--- src/hw/rtl/kljs_pkg.sv ---
// ----------------------------------------------------------------------------
// kljs_pkg
// Shared types, widths and the log2 mantissa table for the KL/JS divergence
// accumulator.
// ----------------------------------------------------------------------------
package kljs_pkg;

   localparam int PROB_BITS      = 16;
   localparam int LOG_TABLE_BITS = 8;
   localparam int FRAC_BITS      = PROB_BITS - 1;
   localparam int TABLE_SIZE     = 1 << LOG_TABLE_BITS;
   localparam int LOG_FRAC_BITS  = 16;
   localparam int LN2_Q16        = 45426;

   // Divergence mode register values.
   localparam logic MODE_KL = 1'b0;
   localparam logic MODE_JS = 1'b1;

   // Widths of the log unit and of the shared multiplier.
   localparam int VAL_BITS   = PROB_BITS + 1;
   localparam int EXP_BITS   = $clog2(VAL_BITS);
   localparam int LOG_BITS   = EXP_BITS + LOG_FRAC_BITS + 1;
   localparam int DIFF_BITS  = LOG_BITS + 1;
   localparam int MUL_A_BITS = DIFF_BITS + 1;
   localparam int MUL_B_BITS = (VAL_BITS + 1 > 18) ? VAL_BITS + 1 : 18;
   localparam int PROD_BITS  = MUL_A_BITS + MUL_B_BITS;
   localparam int SUM_BITS   = 48;
   localparam int OUT_BITS   = 32;

   typedef struct packed {
      logic [PROB_BITS-1:0] prob_p;
      logic [PROB_BITS-1:0] prob_q;
      logic                 last_element;
   } kljs_req_type;

   typedef struct packed {
      logic signed [OUT_BITS-1:0] divergence;
      logic                       support_ok;
   } kljs_rsp_type;

   typedef logic [TABLE_SIZE-1:0][LOG_FRAC_BITS-1:0] log_table_type;

   // Builds floor(65536 * log2(1 + i / TABLE_SIZE)) by repeated squaring.
   function automatic log_table_type build_log_table();
      log_table_type tbl;
      logic [63:0]   x;
      logic [15:0]   r;
      for (int i = 0; i < TABLE_SIZE; i++) begin
         x = 64'(TABLE_SIZE + i) << (30 - LOG_TABLE_BITS);
         r = '0;
         for (int b = 15; b >= 0; b--) begin
            x = (x * x) >> 30;
            if (x >= (64'd2 << 30)) begin
               r[b] = 1'b1;
               x    = x >> 1;
            end
         end
         tbl[i] = r;
      end
      return tbl;
   endfunction

   localparam log_table_type LOG_TABLE = build_log_table();

endpackage

--- src/hw/rtl/kl_js_divergence_accumulator_top.sv ---
// ----------------------------------------------------------------------------
// kl_js_divergence_accumulator_top
// Accumulates Kullback-Leibler or Jensen-Shannon divergence over a stream of
// probability pairs on one shared log unit and one shared multiplier.
// ----------------------------------------------------------------------------
// Usage:
//   Each req beat carries one element pair (prob_p, prob_q) in Q1.15 and a
//   last_element flag. The beat that carries last_element produces exactly
//   one rsp beat with the divergence in signed Q16.16 (saturated) and the
//   support_ok flag; other beats produce nothing.
//   csr_write_data selects the mode (0 = KL, 1 = JS). Write it only while
//   the block is idle; it takes effect with the next accepted beat.
// Timing:
//   req_ready is high only in the idle state, so a new element is taken
//   only once the sequencer is through with the last one. Per term the
//   sequencer runs two log lookups (one for the second JS term, which
//   reuses log2(m)) and two dependent multiplies through the single log
//   unit and the single multiplier, then one saturating add. rsp_valid
//   rises at the edge at which req_ready returns after the last element;
//   while an earlier rsp beat is still held, both wait until it is taken.
// Reset and stall:
//   Synchronous reset clears the sum, the support flag, the mode and rsp_valid.
//   A result waiting on a stalled rsp_ready does not block the next elements;
//   only the next result waits until the held rsp beat has been taken.
// ----------------------------------------------------------------------------
module kl_js_divergence_accumulator_top
   import kljs_pkg::*;
(
   input  logic         clock,
   input  logic         reset,
   input  logic         req_valid,
   output logic         req_ready,
   input  kljs_req_type req_data,
   output logic         rsp_valid,
   input  logic         rsp_ready,
   output kljs_rsp_type rsp_data,
   input  logic         csr_write_enable,
   input  logic         csr_write_data
);

   typedef enum logic [2:0] {
      ST_IDLE,
      ST_LOG_M,
      ST_LOG_B,
      ST_LOG_A,
      ST_MUL_D,
      ST_MUL_T,
      ST_ACC,
      ST_FINISH
   } state_type;

   localparam logic signed [LOG_BITS-1:0] LOG_ONE = LOG_BITS'(1 << LOG_FRAC_BITS);

   state_type                     state_ff;
   logic                          mode_ff;
   logic                          item_mode_ff;
   logic [PROB_BITS-1:0]          p_ff;
   logic [PROB_BITS-1:0]          q_ff;
   logic                          last_ff;
   logic                          a_is_q_ff;
   logic                          second_ff;
   logic                          failed_ff;
   logic signed [LOG_BITS-1:0]    la_ff;
   logic signed [LOG_BITS-1:0]    lb_ff;
   logic signed [MUL_A_BITS-1:0]  t_ff;
   logic signed [PROD_BITS-1:0]   term_ff;
   logic signed [SUM_BITS-1:0]    sum_ff;
   logic                          rsp_valid_ff;
   kljs_rsp_type                  rsp_data_ff;

   logic [PROB_BITS-1:0]          a_val;
   logic [VAL_BITS-1:0]           log_arg;
   logic [EXP_BITS-1:0]           lead;
   logic [VAL_BITS-1:0]           log_norm;
   logic [LOG_TABLE_BITS-1:0]     log_idx;
   logic signed [LOG_BITS-1:0]    log_val;
   logic signed [DIFF_BITS-1:0]   diff;
   logic signed [MUL_A_BITS-1:0]  mul_a;
   logic signed [MUL_B_BITS-1:0]  mul_b;
   logic signed [PROD_BITS-1:0]   product;
   logic signed [PROD_BITS-1:0]   prod_t;
   logic signed [PROD_BITS-1:0]   prod_term;
   logic signed [SUM_BITS:0]      acc_wide;
   logic signed [SUM_BITS-1:0]    acc_sat_in;
   logic signed [SUM_BITS-1:0]    out_src;
   logic signed [OUT_BITS-1:0]    out_sat;
   logic                          accept;
   logic                          rsp_free;
   logic                          rsp_load;

   assign accept    = req_valid && req_ready;
   assign req_ready = (state_ff == ST_IDLE);
   assign rsp_valid = rsp_valid_ff;
   assign rsp_data  = rsp_data_ff;
   assign rsp_free  = !rsp_valid_ff || rsp_ready;
   assign rsp_load  = (state_ff == ST_FINISH) && last_ff && rsp_free;
   assign a_val     = a_is_q_ff ? q_ff : p_ff;

   // Shared log2 unit: leading-one position plus a table lookup of the
   // mantissa bits just below it.
   always_comb begin
      unique case (state_ff)
         ST_LOG_M: log_arg = VAL_BITS'(p_ff) + VAL_BITS'(q_ff);
         ST_LOG_B: log_arg = VAL_BITS'(q_ff);
         default:  log_arg = VAL_BITS'(a_val);
      endcase
      lead = '0;
      for (int i = 0; i < VAL_BITS; i++) begin
         if (log_arg[i]) begin
            lead = EXP_BITS'(i);
         end
      end
      log_norm = log_arg << (EXP_BITS'(VAL_BITS - 1) - lead);
      log_idx  = log_norm[VAL_BITS-2 -: LOG_TABLE_BITS];
      log_val  = $signed({1'b0, lead, LOG_TABLE[log_idx]});
   end

   // Shared multiplier: log difference times ln2, then probability times t.
   always_comb begin
      diff = DIFF_BITS'(la_ff) - DIFF_BITS'(lb_ff);
      if (state_ff == ST_MUL_T) begin
         mul_a = t_ff;
         mul_b = $signed(MUL_B_BITS'(a_val));
      end else begin
         mul_a = MUL_A_BITS'(diff);
         mul_b = MUL_B_BITS'(LN2_Q16);
      end
      product   = mul_a * mul_b;
      prod_t    = product >>> LOG_FRAC_BITS;
      prod_term = product >>> FRAC_BITS;
   end

   // Saturating accumulate and output formatting.
   always_comb begin
      acc_wide = (SUM_BITS+1)'(sum_ff) + (SUM_BITS+1)'(term_ff);
      if (acc_wide[SUM_BITS] != acc_wide[SUM_BITS-1]) begin
         acc_sat_in = acc_wide[SUM_BITS] ? {1'b1, {(SUM_BITS-1){1'b0}}}
                                         : {1'b0, {(SUM_BITS-1){1'b1}}};
      end else begin
         acc_sat_in = acc_wide[SUM_BITS-1:0];
      end
      out_src = (item_mode_ff == MODE_JS) ? (sum_ff >>> 1) : sum_ff;
      if ((out_src[SUM_BITS-1:OUT_BITS-1] == '0) || (out_src[SUM_BITS-1:OUT_BITS-1] == '1)) begin
         out_sat = out_src[OUT_BITS-1:0];
      end else begin
         out_sat = out_src[SUM_BITS-1] ? {1'b1, {(OUT_BITS-1){1'b0}}}
                                       : {1'b0, {(OUT_BITS-1){1'b1}}};
      end
   end

   always_ff @(posedge clock) begin
      if (reset) begin
         state_ff     <= ST_IDLE;
         mode_ff      <= MODE_KL;
         failed_ff    <= 1'b0;
         sum_ff       <= '0;
         rsp_valid_ff <= 1'b0;
      end else begin
         if (csr_write_enable) begin
            mode_ff <= csr_write_data;
         end
         // A beat taken in the same cycle as a new result is replaced by it.
         if (rsp_valid_ff && rsp_ready && !rsp_load) begin
            rsp_valid_ff <= 1'b0;
         end
         unique case (state_ff)
            ST_IDLE: begin
               if (accept) begin
                  p_ff         <= req_data.prob_p;
                  q_ff         <= req_data.prob_q;
                  last_ff      <= req_data.last_element;
                  item_mode_ff <= mode_ff;
                  a_is_q_ff    <= (mode_ff == MODE_JS) && (req_data.prob_p == '0);
                  second_ff    <= (mode_ff == MODE_JS) && (req_data.prob_p != '0) &&
                                  (req_data.prob_q != '0);
                  if (mode_ff == MODE_JS) begin
                     if ((req_data.prob_p == '0) && (req_data.prob_q == '0)) begin
                        state_ff <= ST_FINISH;
                     end else begin
                        state_ff <= ST_LOG_M;
                     end
                  end else if (failed_ff || (req_data.prob_p == '0)) begin
                     state_ff <= ST_FINISH;
                  end else if (req_data.prob_q == '0) begin
                     // Missing support: the rest of this vector adds nothing.
                     failed_ff <= 1'b1;
                     state_ff  <= ST_FINISH;
                  end else begin
                     state_ff <= ST_LOG_B;
                  end
               end
            end
            ST_LOG_M: begin
               // log2(m) is log2(p + q) minus one.
               lb_ff    <= log_val - LOG_ONE;
               state_ff <= ST_LOG_A;
            end
            ST_LOG_B: begin
               lb_ff    <= log_val;
               state_ff <= ST_LOG_A;
            end
            ST_LOG_A: begin
               la_ff    <= log_val;
               state_ff <= ST_MUL_D;
            end
            ST_MUL_D: begin
               t_ff     <= MUL_A_BITS'(prod_t);
               state_ff <= ST_MUL_T;
            end
            ST_MUL_T: begin
               term_ff  <= prod_term;
               state_ff <= ST_ACC;
            end
            ST_ACC: begin
               sum_ff <= acc_sat_in;
               if (second_ff) begin
                  a_is_q_ff <= 1'b1;
                  second_ff <= 1'b0;
                  state_ff  <= ST_LOG_A;
               end else begin
                  state_ff <= ST_FINISH;
               end
            end
            ST_FINISH: begin
               if (!last_ff) begin
                  state_ff <= ST_IDLE;
               end else if (rsp_free) begin
                  rsp_data_ff.divergence <= out_sat;
                  rsp_data_ff.support_ok <= (item_mode_ff == MODE_JS) || !failed_ff;
                  rsp_valid_ff           <= 1'b1;
                  sum_ff                 <= '0;
                  failed_ff              <= 1'b0;
                  state_ff               <= ST_IDLE;
               end
            end
            default: begin
               state_ff <= ST_IDLE;
            end
         endcase
      end
   end

endmodule

--- config.mk ---
export PLATFORM = sky130hd
export DESIGN_NAME = kl_js_divergence_accumulator_top
export DESIGN_NICKNAME = d
export VERILOG_FILES = /design/src/hw/rtl/kljs_pkg.sv /design/src/hw/rtl/kl_js_divergence_accumulator_top.sv
export SDC_FILE = /design/constraint.sdc
export NUM_CORES = 2
export LEC_CHECK = 0
export ABC_AREA = 1
export BUFFER_PORTS_ARGS = -buffer_cell sky130_fd_sc_hd__buf_2
export CAP_MARGIN = 15
export CORE_UTILIZATION = 59
export DETAILED_ROUTE_END_ITERATION = 10
export PLACE_DENSITY = 0.84
export SETUP_SLACK_MARGIN = 0.15
export SLEW_MARGIN = 20
export SYNTH_ARGS = -nofsm -noshare
export SYNTH_HDL_FRONTEND = slang
export SYNTH_SLANG_ARGS = --single-unit
--- constraint.sdc ---
create_clock -name clock -period 10.7 [get_ports clock]
set_input_delay 0.535 -clock clock [delete_from_list [all_inputs] [get_ports clock]]
set_output_delay 0.535 -clock clock [all_outputs]
set_load 0.01 [all_outputs]
# --- After elaboration in Yosys (flattened, before gate mapping) ---
# Memories as Yosys holds them, arrays and structs flattened.
# Index checks and enable logic that the tools add are counted.
classes:
  n_addsub: 5
  mul: 1
  order_cmp: 1
  eq_ne: 17
  n_shift: 1
  n_mux: 55
  bitwise: 1
  n_reduce_logical: 38
op_table:
  columns: ["op", "count"]
  rows:
  - ["2-to-1 mux 48 bit", 4]
  - ["one-hot mux 48 bit (2 select lines)", 1]
  - ["2-to-1 mux 32 bit", 2]
  - ["2-to-1 mux 5 bit", 10]
  - ["adder 48 x 27 -> 49 bit", 1]
  - ["2-to-1 mux 16 bit", 3]
  - ["2-to-1 mux 47 bit", 1]
  - ["one-hot mux 22 bit (2 select lines)", 1]
  - ["multiplier 24 x 17 -> 41 bit", 1]
  - ["one-hot mux 17 bit (2 select lines)", 1]
  - ["2-to-1 mux 3 bit", 11]
  - ["logical NOT 16 bit", 2]
  - ["nonzero test 16 bit", 2]
  - ["2-to-1 mux 24 bit", 1]
  - ["subtractor 22 x 22 -> 23 bit", 1]
  - ["subtractor 21 x 17 -> 22 bit, second input constant", 1]
  - ["one-hot mux 3 bit (7 select lines)", 1]
  - ["adder 16 x 16 -> 17 bit", 1]
  - ["equality test 17 bit, second input constant", 1]
  - ["logical NOT 17 bit", 1]
  - ["left shift 17 x 5 -> 16 bit", 1]
  - ["2-to-1 mux 1 bit", 14]
  - ["equality test 3 bit, second input constant", 4]
  - ["!= test 2 bit, second input constant", 5]
  - ["20 further kinds", 48]
word_totals:
  regBits: 217
  rom_bits: 4096
  inputBits: 39
  out_inout_bits: 35
  memories: 1
memory_table:
  columns: ["name", "words", "width", "rd", "rd_ports_with_merged_regs", "write_ports", "line", "rtl"]
  rows:
  - ["(name not given)", 256, 16, 1, 0, 0, "kl_js_divergence_accumulator_top.sv:115", "log_val = $signed({1'b0, lead, LOG_TABLE[log_idx]});"]

# --- Depth between registers and ports, before layout ---
logic_depth:
  ltp_word: 24
  depth_mapped: 49

# --- Least setup slack after synthesis ---
# No wires, ideal clock.
synth_path:
  path_type: "register to register"
  from: "register lb_ff[0]"
  to: "register term_ff[25], data pin"
  setup_ns: 0.265
  arrival_time_ns: 7.672
  path_slack_ns: 2.763
  path_stages_with_launch: 39
  path_cell_list: "edfxtp_1 -> ha_1 -> fa_1 -> inv_1 -> a31oi_1 -> inv_1 -> a21oi_1 -> or2_2 -> nand2_1 -> a21oi_1 -> nor2_1 -> inv_1 -> nor2_1 -> nor2_1 -> o21ai_0 -> nand4_1 -> nand4_1 -> nand2_1 -> (+3 left out) -> fa_1 -> fa_1 -> fa_1 -> fa_1 -> fa_1 -> inv_1 -> fa_1 -> inv_1 -> ha_1 -> a21oi_1 -> inv_1 -> nor2_1 -> nor3_1 -> a211oi_1 -> nor2_1 -> nor4_1 -> o21ai_0 -> xor2_1"
synth_between:
  elab_chain_len: 3
synth_rtl:
  columns: ["item", "line", "rtl"]
  rows:
  - ["start: declaration", "kl_js_divergence_accumulator_top.sv:64", "logic signed [LOG_BITS-1:0] lb_ff;"]
  - ["start signal: assignment", "kl_js_divergence_accumulator_top.sv:195", "lb_ff <= log_val - LOG_ONE;"]
  - ["start signal: assignment", "kl_js_divergence_accumulator_top.sv:199", "lb_ff <= log_val;"]
  - ["subtractor 22 x 22 -> 23 bit", "kl_js_divergence_accumulator_top.sv:120", "diff = DIFF_BITS'(la_ff) - DIFF_BITS'(lb_ff);"]
  - ["2-to-1 mux 24 bit", "kl_js_divergence_accumulator_top.sv:121", "if (state_ff == ST_MUL_T) begin"]
  - ["multiplier 24 x 17 -> 41 bit", "kl_js_divergence_accumulator_top.sv:128", "product = mul_a * mul_b;"]
  - ["net product[40]", "kl_js_divergence_accumulator_top.sv:80", "logic signed [PROD_BITS-1:0] product;"]
  - ["end signal: assignment", "kl_js_divergence_accumulator_top.sv:211", "term_ff <= prod_term;"]
  - ["end: declaration", "kl_js_divergence_accumulator_top.sv:66", "logic signed [PROD_BITS-1:0] term_ff;"]
# The timed path passes the listed nets, and every way through them passes these cells.
# A chain may end at the register's enable or synchronous reset.

# --- Final worst setup path ---
layout_path:
  from: "register la_ff[0]"
  to: "register term_ff[24], data pin"
layout_between:
  elab_chain_len: 3
layout_rtl:
  columns: ["item", "line", "rtl"]
  rows:
  - ["start: declaration", "kl_js_divergence_accumulator_top.sv:63", "logic signed [LOG_BITS-1:0] la_ff;"]
  - ["start signal: assignment", "kl_js_divergence_accumulator_top.sv:203", "la_ff <= log_val;"]
  - ["subtractor 22 x 22 -> 23 bit", "kl_js_divergence_accumulator_top.sv:120", null]
  - ["2-to-1 mux 24 bit", "kl_js_divergence_accumulator_top.sv:121", null]
  - ["multiplier 24 x 17 -> 41 bit", "kl_js_divergence_accumulator_top.sv:128", null]
  - ["net product[39]", "kl_js_divergence_accumulator_top.sv:80", null]
# The timed path passes the listed nets, and every way through them passes these cells.

==> results.cfg <==
[run_status]
run_status = finished, violations left
violations = DRC

[global_route]
overflow = 0
grtUsageMet2_pct = 59.23
grt_usage_pct = 37.32
busiest_layer = met2
grt_pass1_vias = 29400
use_met1_pct = 46.38
grtUsageMet3_pct = 8.630
antenna_found_initial = 2
grt_pass1_wl_um = 157400
grt_start_max_net_pins = 86

[logic_synthesis]
yosys.area.top_type = fa_1
ys_ff_latch = 216
syn_area_um2 = 31670
synth_top_area_share_pct = 23.57
yosysMostFrequentCell = nand2_1
syn_inst = 4232
synth.area.top_cells = fa_1, edfxtp_1, nand2_1
seq_area_frac_synth_pct = 18.77
yosys_warnings = 0
syn_area_per_cell_um2 = 7.484
synth_cell_type_count = 61
synth_ff_type = edfxtp_1
syn_nets = 4850
yosys-top-cells-count = nand2_1, inv_1, fa_1
synth_edf_count = 162
synth-async-reset-ratio_pct = 0

[timing]
rsz0062_at_grt = no
tightest_slew_ps = 1180
finalClockSkew_ps = 14.64
setup-violations-final = 0
fin_tns_setup_ps = 0
slew_headroom_pct = 20.82
finalCritPeriodShare_pct = 84.91
min_period_ps = 9086
fmaxAchievable_mhz = 110.1
hold_violations = 0
drv_slew = 0

[place]
hpwl_um = 78050
routabilityCongestion = 1.054
portBuffers = 73

[layout]
n_fill_cell = 4568
areaGrowthSynthToFinish_pct = 5.353
finalNetCount = 4839
register_area_um2 = 5946
multiInputGateArea_um2 = 22250
drive_gt1_share_pct = 5.639

[floorplan]
start_util_pct = 60.03
ios = 74
rows = 84
die_x_um = 233.7
die_h_um = 233.7
core_area_um2 = 52760
die_area_um2 = 54620

[clock_tree]
post_cts.repair.setup_buffers = 0
clk_latency_ps = 550
cts_buffers = 23
cts_resized = 0
h-tree-depth = 1
cts_sinks = 216
clk_path_buf_depth = 3
ctsRootBufferMaster = clkbuf_16
clk_pin_slew_ps = 70
cts_tree = done
hold_buffers = 0

[critical_path]
max_stage_delay_ps = 750
cp.required_ps = 11070
critPathLaunchType = register
crit_fanout = 14
arrival_ps = 9450
critPathMostFrequentCell = nand2_1
cp_slowest_cell = fa_1
end_kind = register
path_class = reg2reg

[drt]
antenna_left = 0
vias = 29780
dr.pass1.iters = 11
routed_wl_um = 101000
drc = 8
drtIter0Drc = 3211
routed_via_density = 6.044
wl_per_cell_um = 20.50

[job]
cap_violations = 0

[min_path]
hp-class = in2reg
-- layout make-up --
class,instances,area share (%)
multi-input combinational,3108,66.67
inverter,761,8.568
sequential,216,17.82
clock buffer,25,1.747
tap,688,2.580
timing repair buffer,111,1.950
antenna,1,0.007499
clock inverter,17,0.6637
-- logic make-up after synthesis --
logic type | after synthesis | synth area share (%)
AO/OA/AOI/OAI | 604 | 10.33
XOR/XNOR | 105 | 2.927
adder cells (fa/ha/maj) | 579 | 31.71
buffers and inverters | 908 | 11.25
flip-flops | 216 | 18.77
multiplexers | 53 | 1.683
AND/OR/NAND/NOR | 1767 | 23.33
-- critical path, delay by kind of cell, from the launching register on --
kind | cells | cell delay, ps
buffers and inverters | 7 | 540
flip-flops | 1 | 320
adder cells (fa/ha/maj) | 9 | 4210
XOR/XNOR | 1 | 230
AND/OR/NAND/NOR | 15 | 2510
AO/OA/AOI/OAI | 6 | 1090
-- cells in the final DEF, fill, tap and decap left out, types with 13 or more instances in the layout --
cell	n
nand2_1	987
inv_1	736
fa_1	373
nor2_1	362
nand3_1	277
a21oi_1	267
o21ai_0	206
ha_1	206
edfxtp_1	162
buf_2	73
xor2_1	64
dfxtp_1	54
mux2i_1	51
xnor2_1	40
buf_4	38
o21ai_1	35
nand4_1	33
clkbuf_16	23
a31oi_1	22
nand2_2	20
inv_2	17
nor3_1	15
o211ai_1	15
nor4_1	15
nor2_2	13
-- worst paths after layout --
| check | endpoint | cells after the start | from | slack [ps] |
|---|---|---|---|---|
| min | last_ff | 1 | req_data[0] | 170 |
| max | term_ff[24] | 38 | la_ff[0] | 1610 |
| min reg2reg | item_mode_ff | 0 | mode_ff | 450 |
| max reg2reg | term_ff[24] | 38 | la_ff[0] | 1610 |
-- stage by stage --
step	cells	util, %	area [µm²]	hold slack [ps]	setup slack [ps]
finish	4927	63.25	33370	168.4	1614
global route	4926	63.24	33370	165.8	971.9
CTS	4926	63.23	33360	171.1	1759
detailed placement	4884	61.71	32560	420.8	1760
global placement	4884	61.71	32560	422.1	1979
floorplan	4232	-	31670	408.2	2763
-- sequential cells by signal, indices dropped and copies added, names as in the netlist, 3 cells and up --
register / cells
state_ff: 3
lb_ff: 22
sum_ff: 48
p_ff: 16
la_ff: 21
q_ff: 16
t_ff: 24
term_ff: 26
rsp_data: 33
-- routing by layer --
| layer | up-vias | share of wire, % |
|---|---|---|
| met4 | 2 | 6.8 |
| met3 | 502 | 12 |
| met1 | 14030 | 37 |
| met2 | 1870 | 44 |
| met5 | - | 0.013 |
| li1 | 13380 | - |
Power is left out: the tool's default activity adds up to more than one toggle a clock period on the data nets, which glitch-free logic cannot reach.
